<file path="src/rtl/core/stok_pkg.sv">
package stok_pkg;

  localparam int unsigned PosBitsDefault   = 16;
  localparam int unsigned FifoDepthDefault = 4;
  localparam int unsigned OutPosBits       = 16;

  localparam logic [4:0] TAG_INTEGER = 5'd6;
  localparam logic [4:0] TAG_IDENT   = 5'd7;
  localparam logic [4:0] TAG_LPAREN  = 5'd8;
  localparam logic [4:0] TAG_RPAREN  = 5'd9;
  localparam logic [4:0] TAG_LBRACE  = 5'd10;
  localparam logic [4:0] TAG_RBRACE  = 5'd11;
  localparam logic [4:0] TAG_COMMA   = 5'd12;
  localparam logic [4:0] TAG_COLON   = 5'd13;
  localparam logic [4:0] TAG_SEMI    = 5'd14;
  localparam logic [4:0] TAG_EQUALS  = 5'd15;
  localparam logic [4:0] TAG_PLUS    = 5'd16;
  localparam logic [4:0] TAG_EOF     = 5'd17;
  localparam logic [4:0] TAG_INVALID = 5'd18;

  localparam logic [5:0] KW_ALL = 6'h3F;

  // Keyword text, first character in the low byte.
  localparam logic [5:0][3:0][7:0] KW_TEXT = {
    {8'h00, "rav"}, {8'h00, "lav"}, "tinu", "tinU", {8'h00, "tnI"}, {8'h00, "nuf"}
  };
  localparam logic [5:0][2:0] KW_LEN = {3'd3, 3'd3, 3'd4, 3'd4, 3'd3, 3'd3};

  typedef enum logic [5:0] {
    MODE_START   = 6'b000001,
    MODE_IDENT   = 6'b000010,
    MODE_INT     = 6'b000100,
    MODE_SLASH   = 6'b001000,
    MODE_COMMENT = 6'b010000,
    MODE_INVALID = 6'b100000
  } stok_mode_e;

  typedef struct packed {
    logic [4:0]            tag;
    logic [OutPosBits-1:0] start;
    logic [OutPosBits-1:0] stop;
  } stok_token_t;

  typedef struct packed {
    stok_token_t tok0;
    stok_token_t tok1;
    logic        two;
  } stok_entry_t;

  function automatic logic [5:0] kw_track(logic [5:0] cands, logic [2:0] len, logic [7:0] c);
    logic [5:0] res;
    res = cands;
    for (int i = 0; i < 6; i++) begin
      if (!((len < KW_LEN[i]) && (KW_TEXT[i][len[1:0]] == c))) begin
        res[i] = 1'b0;
      end
    end
    return res;
  endfunction

  function automatic logic [4:0] kw_tag(logic [5:0] cands, logic [2:0] len);
    logic [4:0] res;
    res = TAG_IDENT;
    for (int i = 5; i >= 0; i--) begin
      if (cands[i] && (KW_LEN[i] == len)) begin
        res = 5'(i);
      end
    end
    return res;
  endfunction

endpackage

</file>
<file path="src/rtl/core/stok_front.sv">
module stok_front
  import stok_pkg::*;
#(
  parameter int unsigned POS_BITS = PosBitsDefault
) (
  input  logic        clk_i,
  input  logic        rst_ni,
  input  logic        accept_i,
  input  logic [7:0]  ch_i,
  input  logic        end_of_input_i,
  output logic        entry_valid_o,
  output stok_entry_t entry_o
);

  stok_mode_e          mode_q, mode_d;
  logic [POS_BITS-1:0] pos_q, pos_d;
  logic [POS_BITS-1:0] pstart_q, pstart_d;
  logic [5:0]          cand_q, cand_d;
  logic [2:0]          ilen_q, ilen_d;

  logic                close;
  logic [4:0]          close_tag;
  logic                do_start;
  logic                st_emit;
  logic [4:0]          st_tag;
  logic [POS_BITS-1:0] st_end;
  logic                is_punct;
  logic [4:0]          punct_tag;
  logic                is_letter, is_numeral, is_word, is_space;
  logic [POS_BITS-1:0] pos_inc;
  stok_token_t         close_tok, start_tok;

  assign is_letter  = ((ch_i >= "a") && (ch_i <= "z")) || ((ch_i >= "A") && (ch_i <= "Z"));
  assign is_numeral = (ch_i >= "0") && (ch_i <= "9");
  assign is_word    = is_letter || is_numeral || (ch_i == "_");
  assign is_space   = (ch_i == " ") || (ch_i == 8'h0A) || (ch_i == 8'h09) || (ch_i == 8'h0D);
  assign pos_inc    = (pos_q == '1) ? pos_q : pos_q + POS_BITS'(1);

  always_comb begin
    is_punct  = 1'b1;
    punct_tag = TAG_INVALID;
    unique case (ch_i)
      "(":     punct_tag = TAG_LPAREN;
      ")":     punct_tag = TAG_RPAREN;
      "{":     punct_tag = TAG_LBRACE;
      "}":     punct_tag = TAG_RBRACE;
      ",":     punct_tag = TAG_COMMA;
      ":":     punct_tag = TAG_COLON;
      ";":     punct_tag = TAG_SEMI;
      "=":     punct_tag = TAG_EQUALS;
      "+":     punct_tag = TAG_PLUS;
      default: is_punct = 1'b0;
    endcase
  end

  always_comb begin
    mode_d    = mode_q;
    pos_d     = pos_q;
    pstart_d  = pstart_q;
    cand_d    = cand_q;
    ilen_d    = ilen_q;
    close     = 1'b0;
    close_tag = TAG_INVALID;
    do_start  = 1'b0;
    st_emit   = 1'b0;
    st_tag    = TAG_EOF;
    st_end    = pos_q;

    unique case (mode_q)
      MODE_IDENT: begin
        if (!end_of_input_i && is_word) begin
          cand_d = kw_track(cand_q, ilen_q, ch_i);
          ilen_d = (ilen_q == 3'd7) ? ilen_q : ilen_q + 3'd1;
          pos_d  = pos_inc;
        end else begin
          close     = 1'b1;
          close_tag = kw_tag(cand_q, ilen_q);
          do_start  = 1'b1;
        end
      end
      MODE_INT: begin
        if (!end_of_input_i && (is_numeral || (ch_i == "_"))) begin
          pos_d = pos_inc;
        end else begin
          close     = 1'b1;
          close_tag = TAG_INTEGER;
          do_start  = 1'b1;
        end
      end
      MODE_SLASH: begin
        if (!end_of_input_i && (ch_i == "/")) begin
          mode_d = MODE_COMMENT;
          pos_d  = pos_inc;
        end else begin
          close    = 1'b1;
          do_start = 1'b1;
        end
      end
      MODE_COMMENT: begin
        if (end_of_input_i) begin
          do_start = 1'b1;
        end else begin
          if (ch_i == 8'h0A) begin
            mode_d = MODE_START;
          end
          pos_d = pos_inc;
        end
      end
      MODE_INVALID: begin
        if (end_of_input_i || (ch_i == 8'h0A)) begin
          close    = 1'b1;
          do_start = 1'b1;
        end else begin
          pos_d = pos_inc;
        end
      end
      default: begin
        do_start = 1'b1;
      end
    endcase

    if (do_start) begin
      mode_d = MODE_START;
      priority if (end_of_input_i) begin
        st_emit  = 1'b1;
        st_tag   = TAG_EOF;
        st_end   = pos_q;
        pos_d    = '0;
        pstart_d = '0;
        cand_d   = KW_ALL;
        ilen_d   = 3'd0;
      end else if (is_space) begin
        pos_d = pos_inc;
      end else if (ch_i == "/") begin
        pstart_d = pos_q;
        mode_d   = MODE_SLASH;
        pos_d    = pos_inc;
      end else if (is_punct) begin
        st_emit = 1'b1;
        st_tag  = punct_tag;
        st_end  = pos_inc;
        pos_d   = pos_inc;
      end else if (is_letter || (ch_i == "_")) begin
        cand_d   = kw_track(KW_ALL, 3'd0, ch_i);
        ilen_d   = 3'd1;
        pstart_d = pos_q;
        mode_d   = MODE_IDENT;
        pos_d    = pos_inc;
      end else if (is_numeral) begin
        pstart_d = pos_q;
        mode_d   = MODE_INT;
        pos_d    = pos_inc;
      end else begin
        pstart_d = pos_q;
        mode_d   = MODE_INVALID;
        pos_d    = pos_inc;
      end
    end
  end

  assign close_tok.tag   = close_tag;
  assign close_tok.start = OutPosBits'(pstart_q);
  assign close_tok.stop  = OutPosBits'(pos_q);
  assign start_tok.tag   = st_tag;
  assign start_tok.start = OutPosBits'(pos_q);
  assign start_tok.stop  = OutPosBits'(st_end);

  assign entry_valid_o = accept_i && (close || st_emit);
  assign entry_o.tok0  = close ? close_tok : start_tok;
  assign entry_o.tok1  = start_tok;
  assign entry_o.two   = close && st_emit;

  always_ff @(posedge clk_i or negedge rst_ni) begin
    if (!rst_ni) begin
      mode_q   <= MODE_START;
      pos_q    <= '0;
      pstart_q <= '0;
      cand_q   <= KW_ALL;
      ilen_q   <= 3'd0;
    end else if (accept_i) begin
      mode_q   <= mode_d;
      pos_q    <= pos_d;
      pstart_q <= pstart_d;
      cand_q   <= cand_d;
      ilen_q   <= ilen_d;
    end
  end

endmodule

</file>
<file path="src/rtl/core/stok_fifo.sv">
module stok_fifo
  import stok_pkg::*;
#(
  parameter int unsigned DEPTH = FifoDepthDefault
) (
  input  logic        clk_i,
  input  logic        rst_ni,
  input  logic        wr_i,
  input  stok_entry_t wr_data_i,
  output logic        full_o,
  input  logic        rd_i,
  output logic        valid_o,
  output stok_entry_t rd_data_o
);

  localparam int unsigned PtrBits = (DEPTH > 1) ? $clog2(DEPTH) : 1;
  localparam int unsigned CntBits = $clog2(DEPTH + 1);
  localparam logic [PtrBits-1:0] PtrLast = PtrBits'(DEPTH - 1);
  localparam logic [CntBits-1:0] CntFull = CntBits'(DEPTH);

  stok_entry_t        mem_q [DEPTH];
  logic [PtrBits-1:0] wr_ptr_q, wr_ptr_d;
  logic [PtrBits-1:0] rd_ptr_q, rd_ptr_d;
  logic [CntBits-1:0] cnt_q, cnt_d;
  logic               do_wr, do_rd;

  assign full_o    = (cnt_q == CntFull);
  assign valid_o   = (cnt_q != '0);
  assign rd_data_o = mem_q[rd_ptr_q];
  assign do_wr     = wr_i && !full_o;
  assign do_rd     = rd_i && valid_o;

  always_comb begin
    wr_ptr_d = wr_ptr_q;
    rd_ptr_d = rd_ptr_q;
    cnt_d    = cnt_q;
    if (do_wr) begin
      wr_ptr_d = (wr_ptr_q == PtrLast) ? '0 : wr_ptr_q + PtrBits'(1);
    end
    if (do_rd) begin
      rd_ptr_d = (rd_ptr_q == PtrLast) ? '0 : rd_ptr_q + PtrBits'(1);
    end
    if (do_wr && !do_rd) begin
      cnt_d = cnt_q + CntBits'(1);
    end else if (do_rd && !do_wr) begin
      cnt_d = cnt_q - CntBits'(1);
    end
  end

  always_ff @(posedge clk_i or negedge rst_ni) begin
    if (!rst_ni) begin
      wr_ptr_q <= '0;
      rd_ptr_q <= '0;
      cnt_q    <= '0;
    end else begin
      wr_ptr_q <= wr_ptr_d;
      rd_ptr_q <= rd_ptr_d;
      cnt_q    <= cnt_d;
    end
  end

  always_ff @(posedge clk_i) begin
    if (do_wr) begin
      mem_q[wr_ptr_q] <= wr_data_i;
    end
  end

endmodule

</file>
<file path="src/rtl/core/stok_back.sv">
module stok_back
  import stok_pkg::*;
(
  input  logic        clk_i,
  input  logic        rst_ni,
  input  logic        entry_valid_i,
  input  stok_entry_t entry_i,
  output logic        entry_pop_o,
  input  logic        pop_i,
  output logic        empty_o,
  output stok_token_t tok_o,
  output logic        last_o
);

  logic        out_valid_q, out_valid_d;
  logic        sub_q, sub_d;
  stok_token_t tok_q, tok_d;
  logic        last_q, last_d;
  logic        load;

  assign load = !out_valid_q || pop_i;

  always_comb begin
    out_valid_d = out_valid_q;
    sub_d       = sub_q;
    tok_d       = tok_q;
    last_d      = last_q;
    entry_pop_o = 1'b0;
    if (load) begin
      out_valid_d = entry_valid_i;
      if (entry_valid_i) begin
        if (entry_i.two && !sub_q) begin
          tok_d  = entry_i.tok0;
          last_d = 1'b0;
          sub_d  = 1'b1;
        end else begin
          tok_d       = entry_i.two ? entry_i.tok1 : entry_i.tok0;
          last_d      = 1'b1;
          sub_d       = 1'b0;
          entry_pop_o = 1'b1;
        end
      end
    end
  end

  always_ff @(posedge clk_i or negedge rst_ni) begin
    if (!rst_ni) begin
      out_valid_q <= 1'b0;
      sub_q       <= 1'b0;
    end else begin
      out_valid_q <= out_valid_d;
      sub_q       <= sub_d;
    end
  end

  always_ff @(posedge clk_i) begin
    tok_q  <= tok_d;
    last_q <= last_d;
  end

  assign empty_o = !out_valid_q;
  assign tok_o   = tok_q;
  assign last_o  = last_q;

endmodule

</file>
<file path="src/rtl/core/source_tokenizer_top.sv">
// Channel  | Direction | Handshake    | Beat contents
// source   | in        | push / full  | ch_i, end_of_input_i
// tokens   | out       | pop / empty  | token_tag_o, token_start_o, token_end_o, last_o
//
// The scanner takes one source beat per cycle while its token queue has room.
// A beat that yields two tokens occupies the output register once for each token, the first with last_o low.
// Tokens pass from their source beat through the queue memory and then the output register.
// Reset returns the scanner to the start state at position zero and empties the queue.
// A stalled output fills the queue, after which full_o holds off further source beats.
module source_tokenizer_top
  import stok_pkg::*;
#(
  parameter int unsigned POS_BITS   = PosBitsDefault,
  parameter int unsigned FIFO_DEPTH = FifoDepthDefault
) (
  input  logic        clk_i,
  input  logic        rst_ni,
  input  logic        push_i,
  output logic        full_o,
  input  logic [7:0]  ch_i,
  input  logic        end_of_input_i,
  input  logic        pop_i,
  output logic        empty_o,
  output logic [4:0]  token_tag_o,
  output logic [15:0] token_start_o,
  output logic [15:0] token_end_o,
  output logic        last_o
);

  logic        accept;
  logic        wr_valid;
  stok_entry_t wr_entry;
  logic        rd_valid;
  logic        rd_pop;
  stok_entry_t rd_entry;
  stok_token_t tok;

  assign accept = push_i && !full_o;

  stok_front #(
    .POS_BITS(POS_BITS)
  ) u_front (
    .clk_i         (clk_i),
    .rst_ni        (rst_ni),
    .accept_i      (accept),
    .ch_i          (ch_i),
    .end_of_input_i(end_of_input_i),
    .entry_valid_o (wr_valid),
    .entry_o       (wr_entry)
  );

  stok_fifo #(
    .DEPTH(FIFO_DEPTH)
  ) u_fifo (
    .clk_i    (clk_i),
    .rst_ni   (rst_ni),
    .wr_i     (wr_valid),
    .wr_data_i(wr_entry),
    .full_o   (full_o),
    .rd_i     (rd_pop),
    .valid_o  (rd_valid),
    .rd_data_o(rd_entry)
  );

  stok_back u_back (
    .clk_i        (clk_i),
    .rst_ni       (rst_ni),
    .entry_valid_i(rd_valid),
    .entry_i      (rd_entry),
    .entry_pop_o  (rd_pop),
    .pop_i        (pop_i),
    .empty_o      (empty_o),
    .tok_o        (tok),
    .last_o       (last_o)
  );

  assign token_tag_o   = tok.tag;
  assign token_start_o = tok.start;
  assign token_end_o   = tok.stop;

endmodule

</file>
<file path="config.mk">
export PLATFORM = sky130hd
export DESIGN_NAME = source_tokenizer_top
export DESIGN_NICKNAME = d
export VERILOG_FILES = /design/src/rtl/core/stok_pkg.sv /design/src/rtl/core/stok_front.sv /design/src/rtl/core/stok_fifo.sv /design/src/rtl/core/stok_back.sv /design/src/rtl/core/source_tokenizer_top.sv
export SDC_FILE = /design/constraint.sdc
export NUM_CORES = 1
export LEC_CHECK = 0
export ABC_AREA = 1
export BUFFER_PORTS_ARGS = -buffer_cell sky130_fd_sc_hd__buf_2
export CAP_MARGIN = 0
export CORE_ASPECT_RATIO = 1.5
export CORE_MARGIN = 2
export CORE_UTILIZATION = 45
export CTS_BUF_LIST = sky130_fd_sc_hd__clkbuf_8
export DETAILED_ROUTE_END_ITERATION = 10
export PLACE_DENSITY = 0.66
export RECOVER_POWER = 25
export SLEW_MARGIN = 40
export SYNTH_ARGS = -nofsm -noshare
export SYNTH_HDL_FRONTEND = slang
export SYNTH_SLANG_ARGS = --single-unit
</file>
<file path="constraint.sdc">
create_clock -name clk_i -period 5.3 [get_ports clk_i]
set_input_delay 0.53 -clock clk_i [delete_from_list [all_inputs] [get_ports clk_i]]
set_output_delay 0.53 -clock clk_i [all_outputs]
set_load 0.02 [all_outputs]
</file>
# Word-level counts from Yosys, hierarchy flattened
# Memories as Yosys holds them, arrays and structs flattened.
# Index checks and enable logic that the tools add are counted.
[totals] reg_bits=94 n_memories=1 input_bits=13 ram_bits=300
[mem_list] name="u_fifo.mem_q" words=4 word_bits=75 rd=1 rd_clocked_by_memory_dff=0 write_ports=1 line_no="stok_fifo.sv:21" rtl="stok_entry_t mem_q [DEPTH];"
[op_classes] magnitude_cmp=9 n_eq_ne=46 n_reduce_logical=52 n_addsub=6 muxes=110
[op_table] operator="$mux 16" count=17
[op_table] operator="$mux 37" count=3
[op_table] operator="$mux 6" count=18
[op_table] operator="$bmux 8 s2" count=6
[op_table] operator="$pmux 16 s5" count=1
[op_table] operator="$eq 8x6->1 const B" count=9
[op_table] operator="$eq 8x8->1" count=6
[op_table] operator="$mux 8" count=6
[op_table] operator="$mux 3" count=15
[op_table] operator="$pmux 5 s9" count=1
[op_table] operator="$eq 7x8->1 const A" count=5
[op_table] operator="$mux 5" count=7
[op_table] operator="$mux 1" count=28
[op_table] operator="$logic_and 1x1->1" count=26
[op_table] operator="$eq 8x4->1 const B" count=3
[op_table] operator="$eq 8x7->1 const B" count=3
[op_table] operator="$add 16x1->16 const B" count=1
[op_table] operator="$eq 16x16->1 const B" count=1
[op_table] operator="$ge 8x7->1 const B" count=2
[op_table] operator="$le 8x7->1 const B" count=2
[op_table] operator="$ne 3x1->1 const B" count=4
[op_table] operator="$pmux 6 s2" count=1
[op_table] operator="$logic_or 1x1->1" count=11
[op_table] operator="$pmux 5 s2" count=1
[op_table] operator="other kinds (32)" count=46

# Depth between registers and ports, before layout
[logic_depth] ltp_word=16 depth_mapped=22 ltp_nobuf=21

# Hierarchy
# A second synthesis with hierarchy kept.
[unflattened] hier_cells=1818 area_unflattened_um2=19150.9
[modules_own_cells] module="stok_fifo" cells_each=936 area_per_inst_um2=12828.6 n_inst=1 seq_area_each_um2=9183.8
[modules_own_cells] module="stok_front" cells_each=704 area_per_inst_um2=4534.3 n_inst=1 seq_area_each_um2=1184.9
[modules_own_cells] module="stok_back" cells_each=176 area_per_inst_um2=1778.0 n_inst=1 seq_area_each_um2=1191.1
[modules_own_cells] module="source_tokenizer_top" cells_each=2 area_per_inst_um2=10.0 n_inst=1 seq_area_each_um2=0.0

# Worst setup path after synthesis
# OpenSTA, ideal clock, no wires.
[synth_path] kind="input port to flip-flop" from="input ch_i[3]" to="memory u_fifo.mem_q[0][0] (netlist name), enable pin" path_slack_ns=-0.171 arrival_time_ns=4.963 required_time_ns=4.791 path_stages=12 cell_sequence="buf_4 > inv_2 > nor2_1 > nand3_1 > nor2_1 > nor2_4 > nand3_2 > buf_4 > nor2_1 > o21ai_2 > nand2_2 > nor2_1"
[synth_between] elab_chain_len=14 word_cells_on_any_way=53 cone_classes="order compare: 6; eq/ne: 15; mux: 14; reduce/logical: 18"
[synth_rtl] element="start, declared" line_no="source_tokenizer_top.sv:20" rtl="input logic [7:0] ch_i,"
[synth_rtl] element="$ge 8x7->1 or $le 8x7->1 (tied branches)" line_no="stok_front.sv:33" rtl="assign is_letter = ((ch_i >= \"a\") && (ch_i <= \"z\")) || ((ch_i >= \"A\") && (ch_i <= \"Z\"));"
[synth_rtl] element="$logic_and 1x1->1" line_no="stok_front.sv:33"
[synth_rtl] element="$logic_or 1x1->1" line_no="stok_front.sv:33"
[synth_rtl] element="$logic_or 1x1->1 (2 in a row)" line_no="stok_front.sv:35" rtl="assign is_word = is_letter || is_numeral || (ch_i == \"_\");"
[synth_rtl] element="$logic_and 1x1->1" line_no="stok_front.sv:71" rtl="if (!end_of_input_i && is_word) begin"
[synth_rtl] element="$mux 1" line_no="stok_front.sv:71"
[synth_rtl] element="$pmux 1 s5" line_no="stok_front.sv:69" rtl="unique case (mode_q)"
[synth_rtl] element="$mux 1" line_no="stok_front.sv:122" rtl="if (do_start) begin"
[synth_rtl] element="$logic_or 1x1->1 *" line_no="stok_front.sv:168" rtl="assign entry_valid_o = accept_i && (close || st_emit);"
[synth_rtl] element="$logic_and 1x1->1 *" line_no="stok_front.sv:168"
[synth_rtl] element="$logic_and 1x1->1 *" line_no="stok_fifo.sv:30" rtl="assign do_wr = wr_i && !full_o;"
[synth_rtl] element="$mux 1 *" line_no="stok_fifo.sv:63" rtl="if (do_wr) begin"
[synth_rtl] element="$mux 1 (implied by the code) *" line_no="stok_fifo.sv:64" rtl="mem_q[wr_ptr_q] <= wr_data_i;"
[synth_rtl] element="end, declared" line_no="stok_fifo.sv:21"
# Every way passes the cells marked *; elsewhere a longest branch is shown, timed or not.

# Worst setup path after layout
[layout_path] from="register u_front.mode_q[0]" to="register u_fifo.cnt_q[1]"
[layout_between] word_cells_on_any_way=16 cone_classes="eq/ne: 5; mux: 4; reduce/logical: 7"
[layout_rtl] element="start, declared" line_no="stok_front.sv:15" rtl="stok_mode_e mode_q, mode_d;"
[layout_rtl] element="start signal, assigned" line_no="stok_front.sv:181" rtl="mode_q <= mode_d;"
[layout_rtl] element="$eq 6x6->1 (tied with other cells)" line_no="stok_front.sv:69"
[layout_rtl] element="$pmux 1 s5" line_no="stok_front.sv:69"
[layout_rtl] element="$mux 1" line_no="stok_front.sv:122"
[layout_rtl] element="$logic_or 1x1->1 *" line_no="stok_front.sv:168"
[layout_rtl] element="$logic_and 1x1->1 *" line_no="stok_front.sv:168"
[layout_rtl] element="$logic_and 1x1->1 *" line_no="stok_fifo.sv:30"
[layout_rtl] element="via u_fifo.do_wr" line_no="stok_fifo.sv:25" rtl="logic do_wr, do_rd;"
[layout_rtl] element="$logic_and 1x1->1 *" line_no="stok_fifo.sv:43" rtl="if (do_wr && !do_rd) begin"
[layout_rtl] element="$mux 3 *" line_no="stok_fifo.sv:43"
[layout_rtl] element="via u_fifo.cnt_d[1]" line_no="stok_fifo.sv:24" rtl="logic [CntBits-1:0] cnt_q, cnt_d;"
[layout_rtl] element="end signal, assigned" line_no="stok_fifo.sv:58" rtl="cnt_q <= cnt_d;"
[layout_rtl] element="end, declared" line_no="stok_fifo.sv:24"
# Mark *: on every way through the listed nets, which the timed path passes. The rest lies on a longest branch.
# A chain may end at the register's enable or synchronous reset.

==> impl_metrics.csv <==
group,metric,value,unit
setup_path,ff2ff_setup_slack,1.87,ns
sta,rsz0062_at_grt,"false",
grt,overflow,0,
sta,max-slew-margin-rel,0.444,
route,drc,2,
route,wirelength,44.5,mm
clock_tree,cts.sinks,394,
setup_path,endpoint_kind,"flip-flop",
floorplanning,die_area,41700,um2
place,place_area,18600,um2
sta,holdWs,0.198,ns
grt,grt_pass1_vias,12600,
logic_synthesis,synth_cell_types,45,
logic_synthesis,synth_top_family_by_area,"simple AND/OR/NAND/NOR gates",
logic_synthesis,ys_seq_area_frac,0.642,
pwr,total_leakage_power,7.42,nW
clock_tree,cts-root-buf,"clkbuf_8",
logic_synthesis,synth.net_count,1799,
setup_path,rr_worst_depth,13,
logic_synthesis,synth.top_cell.area_share,0.564,
route,route.met3.wl,2.62,mm
sta,fin_crit_sh,0.648,
finish,final_cell_area,19600,um2
job,maxCapViolCount,0,
setup_path,cp_max_fo,21,
clock_tree,cts_buffers,55,
clock_tree,tritoncts,"yes",
grt,grt_pass1_wl,70.0,mm
place,io_buffers,52,
logic_synthesis,synth_cells,1774,
route,num_vias,12900,
finish,nNetsFinal,1818,
clock_tree,post_cts_resized,0,
sta,slew_violations,0,
route,drtIter0Drc,1180,
grt,grt_antenna_before_repair,1,
floorplanning,row_count,89,
setup_path,cp-start-kind,"flip-flop",
setup_path,arrival,3.92,ns
logic_synthesis,ys_ff_latch,394,
setup_path,required,5.79,ns
floorplanning,core,39400,um2
clock_tree,clock_path_buffers,3,
run_status,run_status,"finished, violations left",
clock_tree,h-tree-depth,2,
finish,fin_util,0.497,
place,place.gp.congestion,0.902,
worst_hold_path,min_path_cells,4,
pwr,powerDensity,500,nW/um2
place,dp.cells,2235,
logic_synthesis,synth_xor_area_frac,0.0102,
logic_synthesis,synth_top_area_cell,"edfxtp_1",
route,top_layer,"met4",
route,ant_nets,0,
logic_synthesis,synthesis.area,18000,um2
finish,drive_gt1_frac,0.0843,
route,wire_per_inst,19.0,um
run_status,violations,"DRC",
floorplanning,die_h,249,um
floorplanning,io_pins,53,
logic_synthesis,ys_warn_count,0,
logic_synthesis,synth_mux_area_frac,0.000625,
pwr,ir_drop,0.225,mV
sta,setup_viol,0,
place,dp_hpwl,28.0,mm
floorplanning,die_w,167,um
route,wl_met2,23.0,mm
grt,grt_start_max_net_pins,105,
logic_synthesis,synthSimpleGateAreaFrac,0.178,
sta,fin_crit,3.43,ns
logic_synthesis,synth_compound_area_frac,0.107,
logic_synthesis,avgSynthCellArea,10.2,um2
route,routed_via_density,5.52,
logic_synthesis,synthAdderAreaFrac,0.00875,
sta,final_hold_viol_count,0,
clock_tree,clock_latency,0.61,ns
grt,grt_usage,0.213,
worst_hold_path,min_path_type,"in2reg",
sta,clock.fmax,291,MHz
finish,fillers,3578,
setup_path,critPathKind,"reg2reg",
floorplanning,floorplan.initialDensity,0.457,
sta,finClkSkew,0.0335,ns
finish,final_cells,2340,
sta,worst_slew_pin_slew,0.834,ns
route,dr.pass1.iters,10,
logic_synthesis,synth.top_cells.by_area,"edfxtp_1 (56%), nand2_1 (8.8%), dfrtp_1 (6.8%)",
finish,area_delta_synth_final,8.85,%
route,wl_met1,17.4,mm
clock_tree,cts.clk_slew.worst_paths,0.07,ns
-- state kept, by name (all words and copies together), names as in the netlist --
signal and flops:
u_back.out_valid_q 1, u_front.pstart_q 16, u_fifo.cnt_q 3, u_fifo.mem_q 300, u_front.pos_q 16, u_front.ilen_q 3
u_front.cand_q 6, u_back.last_o 1, u_front.mode_q 6, u_back.sub_q 1, u_back.tok_o 37, u_fifo.wr_ptr_q 2
u_fifo.rd_ptr_q 2
-- synth_stat cells (all sizes together) --
| cell | count |
|---|---|
| nor2 | 243 |
| a21o | 1 |
| ha | 11 |
| o22ai | 37 |
| edfxtp | 338 |
| dfrtp | 49 |
| a21boi | 1 |
| a211oi | 1 |
| or2 | 1 |
| nand2 | 431 |
| o211ai | 1 |
| o31ai | 1 |
| nor3 | 6 |
| inv | 116 |
| clkbuf | 67 |
| o21ai | 254 |
| a21oi | 7 |
| nor4 | 1 |
| clkinv | 2 |
| xnor2 | 4 |
| or3 | 1 |
| xor2 | 17 |
| a22o | 1 |
| fa | 1 |
| dfstp | 7 |
| o221ai | 38 |
| buf | 46 |
| nand3 | 50 |
| nand4 | 40 |
| mux2 | 1 |
-- stage by stage --
stage	TNS, ns	power, mW	setup WS [ns]
after floorplan	-51.42	6.70	-0.171
final	0	9.79	1.87
after global routing	0	10.4	1.68
after global placement	0	7.68	1.42
after CTS	0	9.92	1.99
after detailed placement	0	7.77	1.37
-- routing by layer --
layer / track usage / vias to the layer above
met5: 0 / -
met4: 0.0812 / 0
met3: 0.0281 / 95
met2: 0.383 / 443
met1: 0.261 / 6221
li1: - / 6163
-- layout by cell type, fill, tap and decap left out, types with 2 or more instances in the layout --
| cell | instances |
|---|---|
| buf_2 | 12 |
| inv_2 | 9 |
| nand2_2 | 8 |
| clkbuf_8 | 56 |
| clkinvlp_4 | 2 |
| dfstp_2 | 7 |
| inv_1 | 126 |
| nor2_4 | 10 |
| nand3_1 | 45 |
| xor2_1 | 17 |
| o21ai_0 | 230 |
| dfrtp_1 | 47 |
| nand2_1 | 422 |
| buf_12 | 3 |
| nand4_1 | 39 |
| nand3_2 | 4 |
| nor2_1 | 229 |
| nor2_2 | 4 |
| edfxtp_1 | 338 |
| clkinv_1 | 16 |
| a21oi_1 | 6 |
| o21ai_1 | 23 |
| xnor2_1 | 4 |
| ha_1 | 11 |
| buf_4 | 16 |
| buf_6 | 2 |
| clkbuf_1 | 40 |
| clkinv_2 | 8 |
| o22ai_1 | 37 |
| o221ai_1 | 38 |
| nor3_1 | 6 |
-- critical path, cell delays in order, from the launching register on --
cell and delay [ns]:
dfstp_2 0.55, inv_1 0.04, nand4_1 0.15, clkinv_1 0.27
nand2_1 0.31, nand3_4 0.10, inv_2 0.40, o21ai_2 0.16
nand2_2 0.27, inv_1 0.08, ha_1 0.19, inv_1 0.11
fa_1 0.40, mux2_2 0.27
-- final timing paths --
check                                  startpoint             endpoint
worst max-delay path            u_front.mode_q[0]      u_fifo.cnt_q[1]
worst min-delay path                        pop_i   u_back.out_valid_q
worst max register to register  u_front.mode_q[0]      u_fifo.cnt_q[1]
worst min register to register  u_front.cand_q[0]    u_front.cand_q[0]
max in group asynchronous                  rst_ni  u_front.pstart_q[8]
min in group asynchronous                  rst_ni   u_back.out_valid_q
-- cell type report --
type	instances	area, um2	share of cell area
tap	500	626	0.0319
multi-input combinational	1149	5520	0.282
clock inverter	47	231	0.0118
timing repair buffer	75	438	0.0223
antenna	1	2.50	0.000128
inverter	118	447	0.0228
sequential	394	11600	0.590
clock buffer	56	771	0.0393
-- power by group --
part,switching (mW),leakage (nW),internal [mW],total (mW)
sequential,0.337,3.88,4.16,4.50
clock,1.11,0.589,1.04,2.15
combinational,2.30,2.95,0.845,3.15
-- what timing repair did --
| item | CTS | global route |
|---|---|---|
| endpoints found under the hold margin | 0 | 7 |
| buffers inserted | 0 | 0 |
| hold buffers | 0 | 1 |
-- logic make-up (layout without fill, tap and decap cells) --
family,after synthesis,count (layout)
simple gates,773,773
flops,394,394
compound gates,342,342
buf+inv,231,296
xor+xnor,21,21
fa+ha+maj,12,12
mux,1,1
other cells,0,1
(Power assumes the default switching activity.)
